[src/design/cbag_pkg.sv]
// Shared types, constants and helpers for the clipped rectangle blit address generator.
// No dependencies; every other design file refers to this package by scoped names.
`default_nettype none

package cbag_pkg;

    localparam int MAX_DIM     = 2048;
    localparam int DIM_W       = 12;
    localparam int COORD_W     = 13;
    localparam int IDX_W       = 22;
    localparam int CLIP_W      = 16;
    localparam int CFG_IDX_W   = 2;
    // must be a power of two, pointers wrap naturally
    localparam int QUEUE_DEPTH = 4;
    localparam int QPTR_W      = $clog2(QUEUE_DEPTH);

    typedef enum logic {
        OP_START = 1'b0,
        OP_STEP  = 1'b1
    } t_op;

    typedef enum logic [CFG_IDX_W-1:0] {
        REG_SRC_W = 2'd0,
        REG_SRC_H = 2'd1,
        REG_DST_W = 2'd2,
        REG_DST_H = 2'd3
    } t_reg_idx;

    typedef struct packed {
        logic [DIM_W-1:0] src_w;
        logic [DIM_W-1:0] src_h;
        logic [DIM_W-1:0] dst_w;
        logic [DIM_W-1:0] dst_h;
    } t_dims;

    typedef struct packed {
        t_op              op;
        logic             empty;
        logic [DIM_W-1:0] w;
        logic [DIM_W-1:0] h;
        logic [DIM_W-1:0] sx;
        logic [DIM_W-1:0] sy;
        logic [DIM_W-1:0] dx;
        logic [DIM_W-1:0] dy;
    } t_clip;

    typedef struct packed {
        t_op              op;
        logic             empty;
        logic [DIM_W-1:0] w;
        logic [DIM_W-1:0] h;
        logic [IDX_W-1:0] src_base;
        logic [IDX_W-1:0] dst_base;
    } t_cmd;

    function automatic logic [DIM_W-1:0] eff_dim(input logic [DIM_W-1:0] r);
        logic [DIM_W-1:0] res;
        res = r;
        if ({1'b0, r} > (DIM_W+1)'(MAX_DIM))
            res = DIM_W'(MAX_DIM);
        return res;
    endfunction

endpackage

`default_nettype wire

[src/design/cbag_if.sv]
// Channel interfaces: blit request, result and configuration write.
// Depends on cbag_pkg.
`default_nettype none

interface cbag_req_if;
    logic                                 valid;
    logic                                 ready;
    cbag_pkg::t_op                        op;
    logic                                 whole_source;
    logic signed [cbag_pkg::COORD_W-1:0]  src_x;
    logic signed [cbag_pkg::COORD_W-1:0]  src_y;
    logic [cbag_pkg::DIM_W-1:0]           rect_width;
    logic [cbag_pkg::DIM_W-1:0]           rect_height;
    logic signed [cbag_pkg::COORD_W-1:0]  dst_x;
    logic signed [cbag_pkg::COORD_W-1:0]  dst_y;

    modport source (output valid, op, whole_source, src_x, src_y, rect_width, rect_height,
                    dst_x, dst_y, input ready);
    modport sink   (input valid, op, whole_source, src_x, src_y, rect_width, rect_height,
                    dst_x, dst_y, output ready);
endinterface

interface cbag_res_if;
    logic                         valid;
    logic                         ready;
    logic                         empty_res;
    logic                         size_valid;
    logic [cbag_pkg::DIM_W-1:0]   clipped_width;
    logic [cbag_pkg::DIM_W-1:0]   clipped_height;
    logic                         pair_valid;
    logic [cbag_pkg::IDX_W-1:0]   source_index;
    logic [cbag_pkg::IDX_W-1:0]   dest_index;
    logic                         last;

    modport source (output valid, empty_res, size_valid, clipped_width, clipped_height,
                    pair_valid, source_index, dest_index, last, input ready);
    modport sink   (input valid, empty_res, size_valid, clipped_width, clipped_height,
                    pair_valid, source_index, dest_index, last, output ready);
endinterface

interface cbag_cfg_if;
    logic                             valid;
    logic                             ready;
    logic [cbag_pkg::CFG_IDX_W-1:0]   index;
    logic [cbag_pkg::DIM_W-1:0]       data;

    modport source (output valid, index, data, input ready);
    modport sink   (input valid, index, data, output ready);
endinterface

`default_nettype wire

[src/design/cbag_regs.sv]
// Surface size registers and their effective (MAX_DIM limited) values.
// Depends on cbag_pkg and cbag_cfg_if.
`default_nettype none

module cbag_regs (
    input  wire                 i_clk,
    input  wire                 i_rst_n,
    cbag_cfg_if.sink            i_cfg,
    output cbag_pkg::t_dims     o_dims
);

    logic [cbag_pkg::DIM_W-1:0] r_src_w, r_src_h, r_dst_w, r_dst_h;

    assign i_cfg.ready = 1'b1;

    always_ff @(posedge i_clk) begin
        if (!i_rst_n) begin
            r_src_w <= cbag_pkg::DIM_W'(400);
            r_src_h <= cbag_pkg::DIM_W'(300);
            r_dst_w <= cbag_pkg::DIM_W'(400);
            r_dst_h <= cbag_pkg::DIM_W'(300);
        end else if (i_cfg.valid) begin
            case (cbag_pkg::t_reg_idx'(i_cfg.index))
                cbag_pkg::REG_SRC_W: r_src_w <= i_cfg.data;
                cbag_pkg::REG_SRC_H: r_src_h <= i_cfg.data;
                cbag_pkg::REG_DST_W: r_dst_w <= i_cfg.data;
                cbag_pkg::REG_DST_H: r_dst_h <= i_cfg.data;
                default: ;
            endcase
        end
    end

    assign o_dims.src_w = cbag_pkg::eff_dim(r_src_w);
    assign o_dims.src_h = cbag_pkg::eff_dim(r_src_h);
    assign o_dims.dst_w = cbag_pkg::eff_dim(r_dst_w);
    assign o_dims.dst_h = cbag_pkg::eff_dim(r_dst_h);

endmodule

`default_nettype wire

[src/design/cbag_front.sv]
// Front end: accepts requests, clips each one, then forms the row base indices.
// Depends on cbag_pkg and cbag_req_if.
`default_nettype none

module cbag_front (
    input  wire                 i_clk,
    input  wire                 i_rst_n,
    cbag_req_if.sink            i_req,
    input  cbag_pkg::t_dims     i_dims,
    output logic                o_cmd_valid,
    output cbag_pkg::t_cmd      o_cmd,
    input  wire                 i_cmd_ready
);

    localparam int CW = cbag_pkg::CLIP_W;
    localparam int DW = cbag_pkg::DIM_W;
    localparam int XW = cbag_pkg::COORD_W;
    localparam int IW = cbag_pkg::IDX_W;

    logic             r_a_valid, r_b_valid;
    cbag_pkg::t_clip  r_a, n_a;
    cbag_pkg::t_cmd   r_b, n_b;
    logic             a_ready, b_ready;
    logic [2*DW-1:0]  src_prod, dst_prod;

    assign b_ready     = !r_b_valid || i_cmd_ready;
    assign a_ready     = !r_a_valid || b_ready;
    assign i_req.ready = a_ready;

    // stage A: clipping
    always_comb begin
        logic signed [CW-1:0] sx, sy, w, h, dx, dy, sw, sh, dw, dh;
        sw = $signed({{(CW-DW){1'b0}}, i_dims.src_w});
        sh = $signed({{(CW-DW){1'b0}}, i_dims.src_h});
        dw = $signed({{(CW-DW){1'b0}}, i_dims.dst_w});
        dh = $signed({{(CW-DW){1'b0}}, i_dims.dst_h});
        if (i_req.whole_source) begin
            sx = '0;
            sy = '0;
            w  = sw;
            h  = sh;
        end else begin
            sx = $signed({{(CW-XW){i_req.src_x[XW-1]}}, i_req.src_x});
            sy = $signed({{(CW-XW){i_req.src_y[XW-1]}}, i_req.src_y});
            w  = $signed({{(CW-DW){1'b0}}, i_req.rect_width});
            h  = $signed({{(CW-DW){1'b0}}, i_req.rect_height});
        end
        dx = $signed({{(CW-XW){i_req.dst_x[XW-1]}}, i_req.dst_x});
        dy = $signed({{(CW-XW){i_req.dst_y[XW-1]}}, i_req.dst_y});

        if (sx < 0) begin
            w  = w + sx;
            dx = dx - sx;
            sx = '0;
        end
        if (sy < 0) begin
            h  = h + sy;
            dy = dy - sy;
            sy = '0;
        end
        if (dx < 0) begin
            w  = w + dx;
            sx = sx - dx;
            dx = '0;
        end
        if (dy < 0) begin
            h  = h + dy;
            sy = sy - dy;
            dy = '0;
        end

        n_a.op    = i_req.op;
        n_a.empty = (sx >= sw) || (sy >= sh) || (dx >= dw) || (dy >= dh);

        if (sw - sx < w) w = sw - sx;
        if (sh - sy < h) h = sh - sy;
        if (dw - dx < w) w = dw - dx;
        if (dh - dy < h) h = dh - dy;
        if (w < 0 || n_a.empty) w = '0;
        if (h < 0 || n_a.empty) h = '0;

        n_a.w  = w[DW-1:0];
        n_a.h  = h[DW-1:0];
        n_a.sx = sx[DW-1:0];
        n_a.sy = sy[DW-1:0];
        n_a.dx = dx[DW-1:0];
        n_a.dy = dy[DW-1:0];
    end

    // stage B: row base = row * stride + column
    assign src_prod = r_a.sy * i_dims.src_w;
    assign dst_prod = r_a.dy * i_dims.dst_w;

    always_comb begin
        n_b.op       = r_a.op;
        n_b.empty    = r_a.empty;
        n_b.w        = r_a.w;
        n_b.h        = r_a.h;
        n_b.src_base = src_prod[IW-1:0] + IW'(r_a.sx);
        n_b.dst_base = dst_prod[IW-1:0] + IW'(r_a.dx);
    end

    always_ff @(posedge i_clk) begin
        if (!i_rst_n) begin
            r_a_valid <= 1'b0;
            r_b_valid <= 1'b0;
        end else begin
            if (a_ready)
                r_a_valid <= i_req.valid;
            if (b_ready)
                r_b_valid <= r_a_valid;
        end
    end

    always_ff @(posedge i_clk) begin
        if (i_req.valid && a_ready)
            r_a <= n_a;
        if (r_a_valid && b_ready)
            r_b <= n_b;
    end

    assign o_cmd_valid = r_b_valid;
    assign o_cmd       = r_b;

endmodule

`default_nettype wire

[src/design/cbag_queue.sv]
// Short command queue between the front end and the index sequencer.
// Depends on cbag_pkg.
`default_nettype none

module cbag_queue (
    input  wire                 i_clk,
    input  wire                 i_rst_n,
    input  wire                 i_push,
    input  cbag_pkg::t_cmd      i_data,
    output logic                o_full,
    input  wire                 i_pop,
    output logic                o_valid,
    output cbag_pkg::t_cmd      o_data
);

    localparam int PW = cbag_pkg::QPTR_W;

    cbag_pkg::t_cmd     r_mem [cbag_pkg::QUEUE_DEPTH];
    logic [PW-1:0]      r_wr, r_rd;
    logic [PW:0]        r_count;
    logic               do_push, do_pop;

    assign o_full  = (r_count == (PW+1)'(cbag_pkg::QUEUE_DEPTH));
    assign o_valid = (r_count != '0);
    assign o_data  = r_mem[r_rd];
    assign do_push = i_push && !o_full;
    assign do_pop  = i_pop && o_valid;

    always_ff @(posedge i_clk) begin
        if (!i_rst_n) begin
            r_wr    <= '0;
            r_rd    <= '0;
            r_count <= '0;
        end else begin
            if (do_push)
                r_wr <= r_wr + 1'b1;
            if (do_pop)
                r_rd <= r_rd + 1'b1;
            case ({do_push, do_pop})
                2'b10:   r_count <= r_count + 1'b1;
                2'b01:   r_count <= r_count - 1'b1;
                default: r_count <= r_count;
            endcase
        end
    end

    always_ff @(posedge i_clk) begin
        if (do_push)
            r_mem[r_wr] <= i_data;
    end

endmodule

`default_nettype wire

[src/design/cbag_back.sv]
// Back end: holds the blit state, walks the rectangle and registers each result.
// Depends on cbag_pkg and cbag_res_if.
`default_nettype none

module cbag_back (
    input  wire                 i_clk,
    input  wire                 i_rst_n,
    input  cbag_pkg::t_dims     i_dims,
    input  wire                 i_cmd_valid,
    input  cbag_pkg::t_cmd      i_cmd,
    output logic                o_cmd_pop,
    cbag_res_if.source          o_res
);

    localparam int DW = cbag_pkg::DIM_W;
    localparam int IW = cbag_pkg::IDX_W;

    logic             r_out_valid;
    logic             r_active;
    logic [DW-1:0]    r_copy_w, r_copy_h, r_col, r_row;
    logic [IW-1:0]    r_src_base, r_dst_base;

    logic             r_empty_res, r_size_valid, r_pair_valid, r_last;
    logic [DW-1:0]    r_clip_w, r_clip_h;
    logic [IW-1:0]    r_src_idx, r_dst_idx;

    logic             n_empty_res, n_size_valid, n_pair_valid, n_last;
    logic [DW-1:0]    n_clip_w, n_clip_h;
    logic [IW-1:0]    n_src_idx, n_dst_idx;

    logic             take, row_end, blit_end;
    logic [DW:0]      col_inc, row_inc;

    assign take      = i_cmd_valid && (!r_out_valid || o_res.ready);
    assign o_cmd_pop = take;
    assign col_inc   = {1'b0, r_col} + 1'b1;
    assign row_inc   = {1'b0, r_row} + 1'b1;
    assign row_end   = (col_inc == {1'b0, r_copy_w});
    assign blit_end  = row_end && (row_inc == {1'b0, r_copy_h});

    always_ff @(posedge i_clk) begin
        if (!i_rst_n) begin
            r_out_valid <= 1'b0;
            r_active    <= 1'b0;
            r_copy_w    <= '0;
            r_copy_h    <= '0;
            r_col       <= '0;
            r_row       <= '0;
            r_src_base  <= '0;
            r_dst_base  <= '0;
        end else begin
            r_out_valid <= take || (r_out_valid && !o_res.ready);
            if (take) begin
                case (i_cmd.op)
                    cbag_pkg::OP_START: begin
                        r_col    <= '0;
                        r_row    <= '0;
                        r_copy_w <= i_cmd.w;
                        r_copy_h <= i_cmd.h;
                        r_active <= !i_cmd.empty && (i_cmd.w != '0) && (i_cmd.h != '0);
                        if (!i_cmd.empty) begin
                            r_src_base <= i_cmd.src_base;
                            r_dst_base <= i_cmd.dst_base;
                        end
                    end
                    cbag_pkg::OP_STEP: begin
                        if (r_active) begin
                            if (row_end) begin
                                r_col      <= '0;
                                r_row      <= row_inc[DW-1:0];
                                r_src_base <= r_src_base + IW'(i_dims.src_w);
                                r_dst_base <= r_dst_base + IW'(i_dims.dst_w);
                                if (blit_end)
                                    r_active <= 1'b0;
                            end else begin
                                r_col <= col_inc[DW-1:0];
                            end
                        end
                    end
                    default: ;
                endcase
            end
        end
    end

    always_comb begin
        n_empty_res  = 1'b0;
        n_size_valid = 1'b0;
        n_clip_w     = '0;
        n_clip_h     = '0;
        n_pair_valid = 1'b0;
        n_src_idx    = '0;
        n_dst_idx    = '0;
        n_last       = 1'b0;
        case (i_cmd.op)
            cbag_pkg::OP_START: begin
                n_empty_res  = i_cmd.empty;
                n_size_valid = !i_cmd.empty;
                n_clip_w     = i_cmd.w;
                n_clip_h     = i_cmd.h;
            end
            cbag_pkg::OP_STEP: begin
                if (r_active) begin
                    n_pair_valid = 1'b1;
                    n_src_idx    = r_src_base + IW'(r_col);
                    n_dst_idx    = r_dst_base + IW'(r_col);
                    n_last       = blit_end;
                end
            end
            default: ;
        endcase
    end

    always_ff @(posedge i_clk) begin
        if (take) begin
            r_empty_res  <= n_empty_res;
            r_size_valid <= n_size_valid;
            r_clip_w     <= n_clip_w;
            r_clip_h     <= n_clip_h;
            r_pair_valid <= n_pair_valid;
            r_src_idx    <= n_src_idx;
            r_dst_idx    <= n_dst_idx;
            r_last       <= n_last;
        end
    end

    assign o_res.valid          = r_out_valid;
    assign o_res.empty_res      = r_empty_res;
    assign o_res.size_valid     = r_size_valid;
    assign o_res.clipped_width  = r_clip_w;
    assign o_res.clipped_height = r_clip_h;
    assign o_res.pair_valid     = r_pair_valid;
    assign o_res.source_index   = r_src_idx;
    assign o_res.dest_index     = r_dst_idx;
    assign o_res.last           = r_last;

endmodule

`default_nettype wire

[src/design/clipped_rect_blit_address_gen.sv]
// Top level of the clipped rectangle blit address generator.
// Depends on cbag_pkg, cbag_if, cbag_regs, cbag_front, cbag_queue and cbag_back.
//
// Takes one request per clock while the result output is not stalled, and gives one
// result per request, in order. A start request is clipped against the source and
// destination surfaces and answered with the empty flag and clipped size; each step
// request after it gets one source and destination element index pair, row by row,
// until the clipped rectangle is walked, with last on the final pair. From acceptance
// a request passes the clip register, the row base multiply stage, the queue and the
// output register. The sustained rate is one request per cycle when the output does
// not stall; the four entry queue absorbs stalls at the output, and the surface size
// registers may only be rewritten while the block is idle.
`default_nettype none

module clipped_rect_blit_address_gen (
    input  wire         i_clk,
    input  wire         i_rst_n,
    cbag_cfg_if.sink    i_cfg,
    cbag_req_if.sink    i_req,
    cbag_res_if.source  o_res
);

    cbag_pkg::t_dims  dims;
    cbag_pkg::t_cmd   front_cmd, queue_cmd;
    logic             front_valid, queue_full, queue_valid, queue_pop;

    cbag_regs u_regs (
        .i_clk   (i_clk),
        .i_rst_n (i_rst_n),
        .i_cfg   (i_cfg),
        .o_dims  (dims)
    );

    cbag_front u_front (
        .i_clk       (i_clk),
        .i_rst_n     (i_rst_n),
        .i_req       (i_req),
        .i_dims      (dims),
        .o_cmd_valid (front_valid),
        .o_cmd       (front_cmd),
        .i_cmd_ready (!queue_full)
    );

    cbag_queue u_queue (
        .i_clk   (i_clk),
        .i_rst_n (i_rst_n),
        .i_push  (front_valid),
        .i_data  (front_cmd),
        .o_full  (queue_full),
        .i_pop   (queue_pop),
        .o_valid (queue_valid),
        .o_data  (queue_cmd)
    );

    cbag_back u_back (
        .i_clk       (i_clk),
        .i_rst_n     (i_rst_n),
        .i_dims      (dims),
        .i_cmd_valid (queue_valid),
        .i_cmd       (queue_cmd),
        .o_cmd_pop   (queue_pop),
        .o_res       (o_res)
    );

endmodule

`default_nettype wire

[src/flat_wrapper.sv]
// flat-port wrapper written by rule: the top's interface ports become plain ports
module clipped_rect_blit_address_gen_flat 
  (i_clk, i_rst_n, i_cfg_valid, i_cfg_index, i_cfg_data, i_cfg_ready, i_req_valid, i_req_op, i_req_whole_source, i_req_src_x, i_req_src_y, i_req_rect_width, i_req_rect_height, i_req_dst_x, i_req_dst_y, i_req_ready, o_res_valid, o_res_empty_res, o_res_size_valid, o_res_clipped_width, o_res_clipped_height, o_res_pair_valid, o_res_source_index, o_res_dest_index, o_res_last, o_res_ready);
  cbag_cfg_if i_cfg_i ();
  cbag_req_if i_req_i ();
  cbag_res_if o_res_i ();
  input  wire i_clk;
  input  wire i_rst_n;
  input wire logic [$bits(i_cfg_i.valid)-1:0] i_cfg_valid;
  input wire logic [$bits(i_cfg_i.index)-1:0] i_cfg_index;
  input wire logic [$bits(i_cfg_i.data)-1:0] i_cfg_data;
  output wire logic [$bits(i_cfg_i.ready)-1:0] i_cfg_ready;
  input wire logic [$bits(i_req_i.valid)-1:0] i_req_valid;
  input wire logic [$bits(i_req_i.op)-1:0] i_req_op;
  input wire logic [$bits(i_req_i.whole_source)-1:0] i_req_whole_source;
  input wire logic [$bits(i_req_i.src_x)-1:0] i_req_src_x;
  input wire logic [$bits(i_req_i.src_y)-1:0] i_req_src_y;
  input wire logic [$bits(i_req_i.rect_width)-1:0] i_req_rect_width;
  input wire logic [$bits(i_req_i.rect_height)-1:0] i_req_rect_height;
  input wire logic [$bits(i_req_i.dst_x)-1:0] i_req_dst_x;
  input wire logic [$bits(i_req_i.dst_y)-1:0] i_req_dst_y;
  output wire logic [$bits(i_req_i.ready)-1:0] i_req_ready;
  output wire logic [$bits(o_res_i.valid)-1:0] o_res_valid;
  output wire logic [$bits(o_res_i.empty_res)-1:0] o_res_empty_res;
  output wire logic [$bits(o_res_i.size_valid)-1:0] o_res_size_valid;
  output wire logic [$bits(o_res_i.clipped_width)-1:0] o_res_clipped_width;
  output wire logic [$bits(o_res_i.clipped_height)-1:0] o_res_clipped_height;
  output wire logic [$bits(o_res_i.pair_valid)-1:0] o_res_pair_valid;
  output wire logic [$bits(o_res_i.source_index)-1:0] o_res_source_index;
  output wire logic [$bits(o_res_i.dest_index)-1:0] o_res_dest_index;
  output wire logic [$bits(o_res_i.last)-1:0] o_res_last;
  input wire logic [$bits(o_res_i.ready)-1:0] o_res_ready;
  assign i_cfg_i.valid = i_cfg_valid;
  assign i_cfg_i.index = i_cfg_index;
  assign i_cfg_i.data = i_cfg_data;
  assign i_cfg_ready = i_cfg_i.ready;
  assign i_req_i.valid = i_req_valid;
  assign i_req_i.op = i_req_op;
  assign i_req_i.whole_source = i_req_whole_source;
  assign i_req_i.src_x = i_req_src_x;
  assign i_req_i.src_y = i_req_src_y;
  assign i_req_i.rect_width = i_req_rect_width;
  assign i_req_i.rect_height = i_req_rect_height;
  assign i_req_i.dst_x = i_req_dst_x;
  assign i_req_i.dst_y = i_req_dst_y;
  assign i_req_ready = i_req_i.ready;
  assign o_res_valid = o_res_i.valid;
  assign o_res_empty_res = o_res_i.empty_res;
  assign o_res_size_valid = o_res_i.size_valid;
  assign o_res_clipped_width = o_res_i.clipped_width;
  assign o_res_clipped_height = o_res_i.clipped_height;
  assign o_res_pair_valid = o_res_i.pair_valid;
  assign o_res_source_index = o_res_i.source_index;
  assign o_res_dest_index = o_res_i.dest_index;
  assign o_res_last = o_res_i.last;
  assign o_res_i.ready = o_res_ready;
  clipped_rect_blit_address_gen u_core (.i_clk(i_clk), .i_rst_n(i_rst_n), .i_cfg(i_cfg_i), .i_req(i_req_i), .o_res(o_res_i));
endmodule
[config.mk]
export PLATFORM = sky130hd
export DESIGN_NAME = clipped_rect_blit_address_gen_flat
export DESIGN_NICKNAME = d
export VERILOG_FILES = /design/src/design/cbag_pkg.sv /design/src/design/cbag_if.sv /design/src/design/cbag_regs.sv /design/src/design/cbag_front.sv /design/src/design/cbag_queue.sv /design/src/design/cbag_back.sv /design/src/design/clipped_rect_blit_address_gen.sv /design/src/flat_wrapper.sv
export SDC_FILE = /design/constraint.sdc
export NUM_CORES = 2
export LEC_CHECK = 0
export BUFFER_PORTS_ARGS = -buffer_cell sky130_fd_sc_hd__buf_2
export CAP_MARGIN = 0
export CORE_ASPECT_RATIO = 0.5
export CORE_MARGIN = 2
export CORE_UTILIZATION = 51
export DETAILED_ROUTE_END_ITERATION = 12
export PLACE_DENSITY = 0.7
export SYNTH_ARGS = -nofsm -noshare
export SYNTH_HDL_FRONTEND = slang
export SYNTH_SLANG_ARGS = --single-unit
[constraint.sdc]
create_clock -name i_clk -period 13.1 [get_ports i_clk]
set_input_delay 2.62 -clock i_clk [delete_from_list [all_inputs] [get_ports i_clk]]
set_output_delay 2.62 -clock i_clk [all_outputs]
set_load 0.1 [all_outputs]
After elaboration in Yosys (flattened, before gate mapping)
Memories as Yosys holds them, arrays and structs flattened. A register that Yosys moved wholly into a read port is not among the register bits.
Index checks and enable logic that the tools add are counted.

cells by class
  $add $sub $neg = 24
  $mul = 2
  order comparisons = 18
  equality and inequality tests = 11
  muxes and demuxes = 48
  bitwise logic cells = 1
  reductions and logical operators = 38

operators by type and width
  kind                     count
  $mux W16                 18
  $add A22 B12 Y22         6
  $mux W22                 6
  $mux W12                 10
  $lt A16 B1 Y1 const B    6
  $sub A13 B16 Y16         6
  $pmux W22 S2             2
  $ge A16 B13 Y1           4
  $lt A16 B16 Y1           4
  $gt A12 B12 Y1 const B   4
  $pmux W12 S2             2
  $mul A12 B12 Y22         2
  $add A13 B16 Y16         2
  $add A16 B16 Y16         2
  $sub A16 B16 Y16         2
  $add A12 B1 Y13 const B  2
  $eq A13 B12 Y1           2
  $reduce_bool A12 Y1      2
  $reduce_and A2 Y1        7
  $logic_and A1 B1 Y1      9
  $logic_or A1 B1 Y1       9
  $eq A2 B2 Y1 const B     3
  $logic_not A1 Y1         6
  $mux W1                  6
  16 further kinds         20

storage, ports and cells
  bits in registers = 367
  bits in writable memories = 280
  memories kept = 1

memories
  memory                words  bits a word  read ports  clocked after Yosys merged registers in  write ports  RTL line          text
  u_core.u_queue.r_mem  4      70           1           1                                        1            cbag_queue.sv:18  cbag_pkg::t_cmd r_mem [cbag_pkg::QUEUE_DEPTH];

Longest topological paths before layout
  depth after elaboration = 13
  gate-level depth with buffers = 54
  gate-level depth less buffers = 49

Modules after synthesis
A second synthesis with hierarchy kept.

second synthesis, totals
  cells, all modules = 4747
  area, all modules = 48759.3 um2

by module, submodules not included
  module                         instances  cells an instance  area an instance (um2)  sequential area each (um2)
  cbag_front                     1          3011               26076.3                 4364.2
  cbag_queue                     1          418                10665.2                 8588.2
  cbag_back                      1          1084               9859.5                  4043.9
  cbag_regs                      1          233                2154.6                  960.9
  clipped_rect_blit_address_gen  1          1                  3.8                     0.0

Worst setup path after synthesis
Ideal clock, no wire load.

  kind = input -> register
  start = input i_req_whole_source
  end = register u_core.u_front.r_a, in the netlist u_core.u_front.n_b[47], data pin
  arrival = 12.487 ns
  data required time = 12.843 ns
  slack = 0.356 ns
  stages on the path = 47
  cells stage by stage = buf_2 -> nor2b_1 -> clkbuf_1 -> inv_1 -> clkbuf_1 -> clkbuf_1 -> clkbuf_1 -> buf_1 -> ha_1 -> inv_1 -> or3_1 -> a21oi_1 -> o21ai_0 -> clkbuf_1 -> clkinv_1 -> clkbuf_1 -> buf_1 -> a21oi_1 -> (+11 left out) -> a21o_1 -> a221oi_1 -> nor2_1 -> a21o_1 -> a41oi_1 -> clkbuf_1 -> nor2_1 -> a21o_1 -> ha_1 -> a21o_1 -> a21o_1 -> a21oi_1 -> nand4b_1 -> o311ai_0 -> o21a_1 -> clkbuf_1 -> o21a_1 -> nor2_1

on the way
  word-level cells in the longest chain between the ends = 12
  elaborated cells on any way between the ends = 38
  classes of those cells = add/sub: 8; order compare: 11; mux: 15; reduce/logical: 4

RTL lines
  element                                                   RTL line                            text
  start: declaration                                        flat_wrapper.sv:15                  input wire logic [$bits(i_req_i.whole_source)-1:0] i_req_whole_source;
  $mux W16                                                  cbag_front.sv:37                    if (i_req.whole_source) begin
  $sub A13 B16 Y16 / $lt A16 B1 Y1 (equally long branches)  cbag_front.sv:58, cbag_front.sv:56
  $mux W16                                                  cbag_front.sv:56                    if (sy < 0) begin
  $sub A16 B16 Y16 / $lt A16 B1 Y1 (equally long branches)  cbag_front.sv:68, cbag_front.sv:66
  $mux W16                                                  cbag_front.sv:66                    if (dy < 0) begin
  $sub A13 B16 Y16                                          cbag_front.sv:76                    if (sh - sy < h) h = sh - sy;
  $lt A16 B16 Y1                                            cbag_front.sv:76
  $mux W16                                                  cbag_front.sv:76
  $lt A16 B16 Y1                                            cbag_front.sv:78                    if (dh - dy < h) h = dh - dy;
  $mux W16                                                  cbag_front.sv:78
  $lt A16 B1 Y1                                             cbag_front.sv:80                    if (h < 0 || n_a.empty) h = '0;
  $logic_or A1 B1 Y1                                        cbag_front.sv:80
  end signal: assignment                                    cbag_front.sv:117                   r_a <= n_a;
  end: declaration                                          cbag_front.sv:21                    cbag_pkg::t_clip r_a, n_a;

Several ways; a longest one is shown, not always the timed one.
A chain may end at the register's enable or synchronous reset.

Final worst setup path
  start = input i_req_whole_source
  end = register u_core.u_front.r_a, in the netlist u_core.u_front.n_b[56], data pin

on the way
  word-level cells in the longest chain between the ends = 12
  elaborated cells on any way between the ends = 38
  classes of those cells = add/sub: 8; order compare: 11; mux: 15; reduce/logical: 4

RTL lines
  element                                                   RTL line                            text
  $mux W16                                                  cbag_front.sv:37
  $sub A13 B16 Y16 / $lt A16 B1 Y1 (equally long branches)  cbag_front.sv:53, cbag_front.sv:51
  $mux W16                                                  cbag_front.sv:51                    if (sx < 0) begin
  $sub A16 B16 Y16 / $lt A16 B1 Y1 (equally long branches)  cbag_front.sv:63, cbag_front.sv:61
  $mux W16                                                  cbag_front.sv:61                    if (dx < 0) begin
  $sub A13 B16 Y16                                          cbag_front.sv:75                    if (sw - sx < w) w = sw - sx;
  $lt A16 B16 Y1                                            cbag_front.sv:75
  $mux W16                                                  cbag_front.sv:75
  $lt A16 B16 Y1                                            cbag_front.sv:77                    if (dw - dx < w) w = dw - dx;
  $mux W16                                                  cbag_front.sv:77
  $lt A16 B1 Y1                                             cbag_front.sv:79                    if (w < 0 || n_a.empty) w = '0;
  $logic_or A1 B1 Y1                                        cbag_front.sv:79

Several ways; a longest one is shown, not always the timed one.

==> impl_metrics.yaml <==
routing:
  drt-wirelength-per-cell_um: 20.8
  drc: 0
  drtPass1Iterations: 8
  ant_nets: 0
  drt_iter0_drc: 3580
  routed_via_density: 5.82
  via_count: 35700
  drt-total-wl_um: 128000
cts:
  worstSkewPairLatency_ps: 660
  h-tree-depth: 2
  clk_pin_slew_worst_paths_ps: 60
  cts_buffers: 60
  post_cts_buffers: 0
  cts_hold_buf: 0
  clk_path_buf_depth: 3
  postCtsResizedCells: 0
  cts_tree: "done"
  cts.sink_count: 649
  clockRootBuffer: "clkbuf_16"
sta:
  max_freq_mhz: 80.6
  hold_slack_ps: 437
  max_slew_margin_pct: 14.5
  finalHoldViolCount: 0
  finalSetupTns_ps: 0
  rsz0062_at_grt: "false"
  worstMarginPinSlew_ps: 1270
  setup_viol: 0
  timing.final.crit_period_ps: 12400
  post-route-period-util_pct: 94.7
  clock_skew_ps: 54.2
  slew_violations: 0
placement:
  place_congestion: 0.957
  port_buffers: 170
  dp_hpwl_um: 97500
worst_setup_path:
  crit_slowest_cell: "o21ai_1"
  cp_max_fo: 15
  cp_slowest_stage_delay_ps: 1010
  worst-endpoint-arrival_ps: 12870
  rr_worst_depth: 40
  cp-end-kind: "flip-flop"
  ff2ff_setup_slack_ps: 2810
  cp.required_ps: 13570
  crit_type: "in2reg"
  rr_startpoint: "u_core.u_regs.r_src_w[11]$_SDFFE_PN0P_"
  rr_endpoint: "u_core.u_front.n_b[56]$_SDFFCE_PP0P_"
  cp-start-kind: "input pin"
power_and_ir_drop:
  power_w: 0.00954
  p_per_area_mw_per_mm2: 185
  peakVddDrop_uv: 255
  leakage_nw: 21.7
global_routing:
  grt_pass1_wl_um: 198000
  antenna_found_initial: 7
  grt_start_max_net_pins: 87
  overflow: 0
  grt_pass1_vias: 34800
  grt_use_total_pct: 26.7
yosys:
  synthFlopType: "edfxtp_1"
  ys_seq_area_share_pct: 38.0
  synthArstFlopShare_pct: 0
  yosys-top-cells-area: "edfxtp_1, ha_1, fa_1"
  synth_compound_area_share_pct: 11.8
  synthSimpleGateAreaFrac_pct: 15.1
  synth_edf_count: 496
  synth_top_area_share_pct: 31.5
  synth_seq_cells: 649
  synth.area.mux_share_pct: 4.81
  avgSynthCellArea_sq_um: 9.97
  ys_types: 88
  syn_inst: 4740
  yosys_warnings: 0
  synth_nets: 5460
  synth_fa_ha_area_share_pct: 20.3
  synth_top_family_by_area: "adder cells"
  netlist_area_sq_mm: 0.0473
  yosys.area.top_type: "edfxtp_1"
  synth-xor-area-share_pct: 4.59
floorplan:
  die_x_um: 435
  die_h_um: 219
  start_util_pct: 51.8
  core-area_sq_mm: 0.0913
  pin_count: 172
  fp-row-count: 78
  die-area_sq_mm: 0.0953
finish:
  final_nets: 5569
  areaGrowthSynthToFinish_pct: 8.95
  drive_gt1_share_pct: 10.0
hold_path:
  hold_start: "u_core.u_front.n_b[68]$_DFFE_PP_"
  min_path_type: "reg2reg"
  whs_endpoint: "u_core.u_front.o_cmd[68]$_DFFE_PP_"
  min_path_cells: 0
flow_run:
  max_cap_violations: 0
run_status:
  outcome: "finished, final reports clean"
[power breakdown]
| part | switching (W) | internal, W | total (W) |
|---|---|---|---|
| logic | 0.00320 | 0.00161 | 0.00481 |
| clock network | 0.000804 | 0.00100 | 0.00181 |
| registers | 0.000261 | 0.00267 | 0.00293 |
[kinds of logic after synthesis]
logic type | count (synthesis)
AND/OR/NAND/NOR | 1527
AO/OA/AOI/OAI | 880
buffers and inverters | 675
flip-flops | 649
adder cells (fa/ha/maj) | 625
XOR/XNOR | 248
multiplexers | 135
other | 1
[critical path, delay by kind of cell]
family	cells	cell delay [ps]
AO/OA/AOI/OAI	19	4910
adder cells (fa/ha/maj)	6	1880
AND/OR/NAND/NOR	7	1340
buffers and inverters	7	900
multiplexers	2	810
XOR/XNOR	2	350
[worst max path at each step]
| stage | startpoint | endpoint | slack [ps] | depth (start not counted) |
|---|---|---|---|---|
| CTS | i_req_whole_source | u_core.u_front.n_b[56]$_SDFFCE_PP0P_ | 870 | 43 |
| global placement | i_req_whole_source | u_core.u_front.n_b[56]$_SDFFCE_PP0P_ | 550 | 43 |
| finish | i_req_whole_source | u_core.u_front.n_b[56]$_SDFFCE_PP0P_ | 700 | 43 |
| floorplan | i_req_whole_source | u_core.u_front.n_b[47]$_SDFFCE_PP0P_ | 360 | 47 |
| detailed placement | i_req_whole_source | u_core.u_front.n_b[56]$_SDFFCE_PP0P_ | 280 | 43 |
| global route | i_req_whole_source | u_core.u_front.n_b[60]$_SDFFCE_PP0P_ | 20 | 44 |
[registers in the layout (all words and copies together) (netlist names), 2 cells and up, named ones only]
| name | count |
|---|---|
| u_core.u_queue.r_mem | 280 |
| u_core.u_front.o_cmd | 70 |
| u_core.u_front.r_a | 48 |
| u_core.u_front.n_b | 26 |
| u_core.u_back.o_res.dest_index | 22 |
| u_core.u_back.o_res.source_index | 22 |
| u_core.u_back.r_dst_base | 22 |
| u_core.u_back.r_src_base | 22 |
| u_core.u_back.o_res.clipped_height | 12 |
| u_core.u_back.o_res.clipped_width | 12 |
| u_core.u_back.r_col | 12 |
| u_core.u_back.r_copy_h | 12 |
| u_core.u_back.r_copy_w | 12 |
| u_core.u_back.r_row | 12 |
| u_core.u_regs.r_dst_h | 12 |
| u_core.u_regs.r_dst_w | 12 |
| u_core.u_regs.r_src_h | 12 |
| u_core.u_regs.r_src_w | 12 |
| u_core.u_queue.r_count | 3 |
| u_core.u_queue.r_rd | 2 |
| u_core.u_queue.r_wr | 2 |
[routing by layer]
metal | up-vias | routed length (um) | share of wire [%] | track usage [%]
met5 | - | 0 | 0 | 0
met4 | 0 | 2890 | 2.3 | 6.94
met3 | 174 | 10300 | 8.1 | 3.52
met2 | 1367 | 56400 | 44 | 41.7
met1 | 17500 | 58100 | 45 | 39.2
li1 | 16700 | - | - | -
[final cells by class]
| cell class | count | area, sq um |
|---|---|---|
| inverters | 487 | 1830 |
| fillers | 7758 | 39700 |
| flip-flops and latches | 649 | 18000 |
| multi-input cells | 3416 | 26800 |
| clock inverters | 26 | 325 |
| repair buffers | 235 | 1340 |
| clock buffers | 88 | 1690 |
| well taps | 1240 | 1550 |
| diodes | 1 | 2.50 |
[metrics by stage]
stage | cell area (sq um) | instances | worst slack [ps] | util, %
floorplan | 47300 | 4740 | 356 | -
global placement | 49500 | 6027 | 549 | 54.2
detailed placement | 49500 | 6027 | 284 | 54.2
CTS | 51500 | 6141 | 868 | 56.4
global route | 51500 | 6141 | 17.2 | 56.4
finish | 51500 | 6142 | 699 | 56.4
[placed cells by master (no fill, tap or decap), types with 35 or more instances in the layout]
master       n
nand2_1    595
edfxtp_1   496
inv_1      482
ha_1       386
nor2_1     311
a21oi_1    287
fa_1       237
o21ai_0    182
buf_2      170
xnor2_1    155
dfxtp_1    151
and2_1     124
nor3_1      97
nor2b_1     93
xor2_1      93
a21o_1      79
nand3_1     76
mux4_2      69
buf_4       65
clkbuf_16   61
a211oi_1    59
o21a_1      56
nand2b_1    53
nand4_1     37
mux2_2      36
and3_1      35
[Yosys cell counts, drive strengths merged (9+ instances only)]
master	number
o41ai	10
or2	18
a211oi	63
mux2	36
xnor2	155
mux2i	30
nand2	595
and3	35
mux4	69
nor2b	95
a22oi	10
nor4	24
inv	484
xor2	93
dfxtp	153
o21a	56
o21bai	26
a21oi	287
fa	237
and2	129
ha	386
nand3	76
a311oi	9
nand4	37
nor2	312
or3	24
o211ai	22
edfxtp	496
nand2b	53
o21ai	187
buf	21
o2111ai	9
nor3	98
o31ai	18
clkbuf	167
a31oi	25
a21o	79
(Power assumes the default switching activity.)
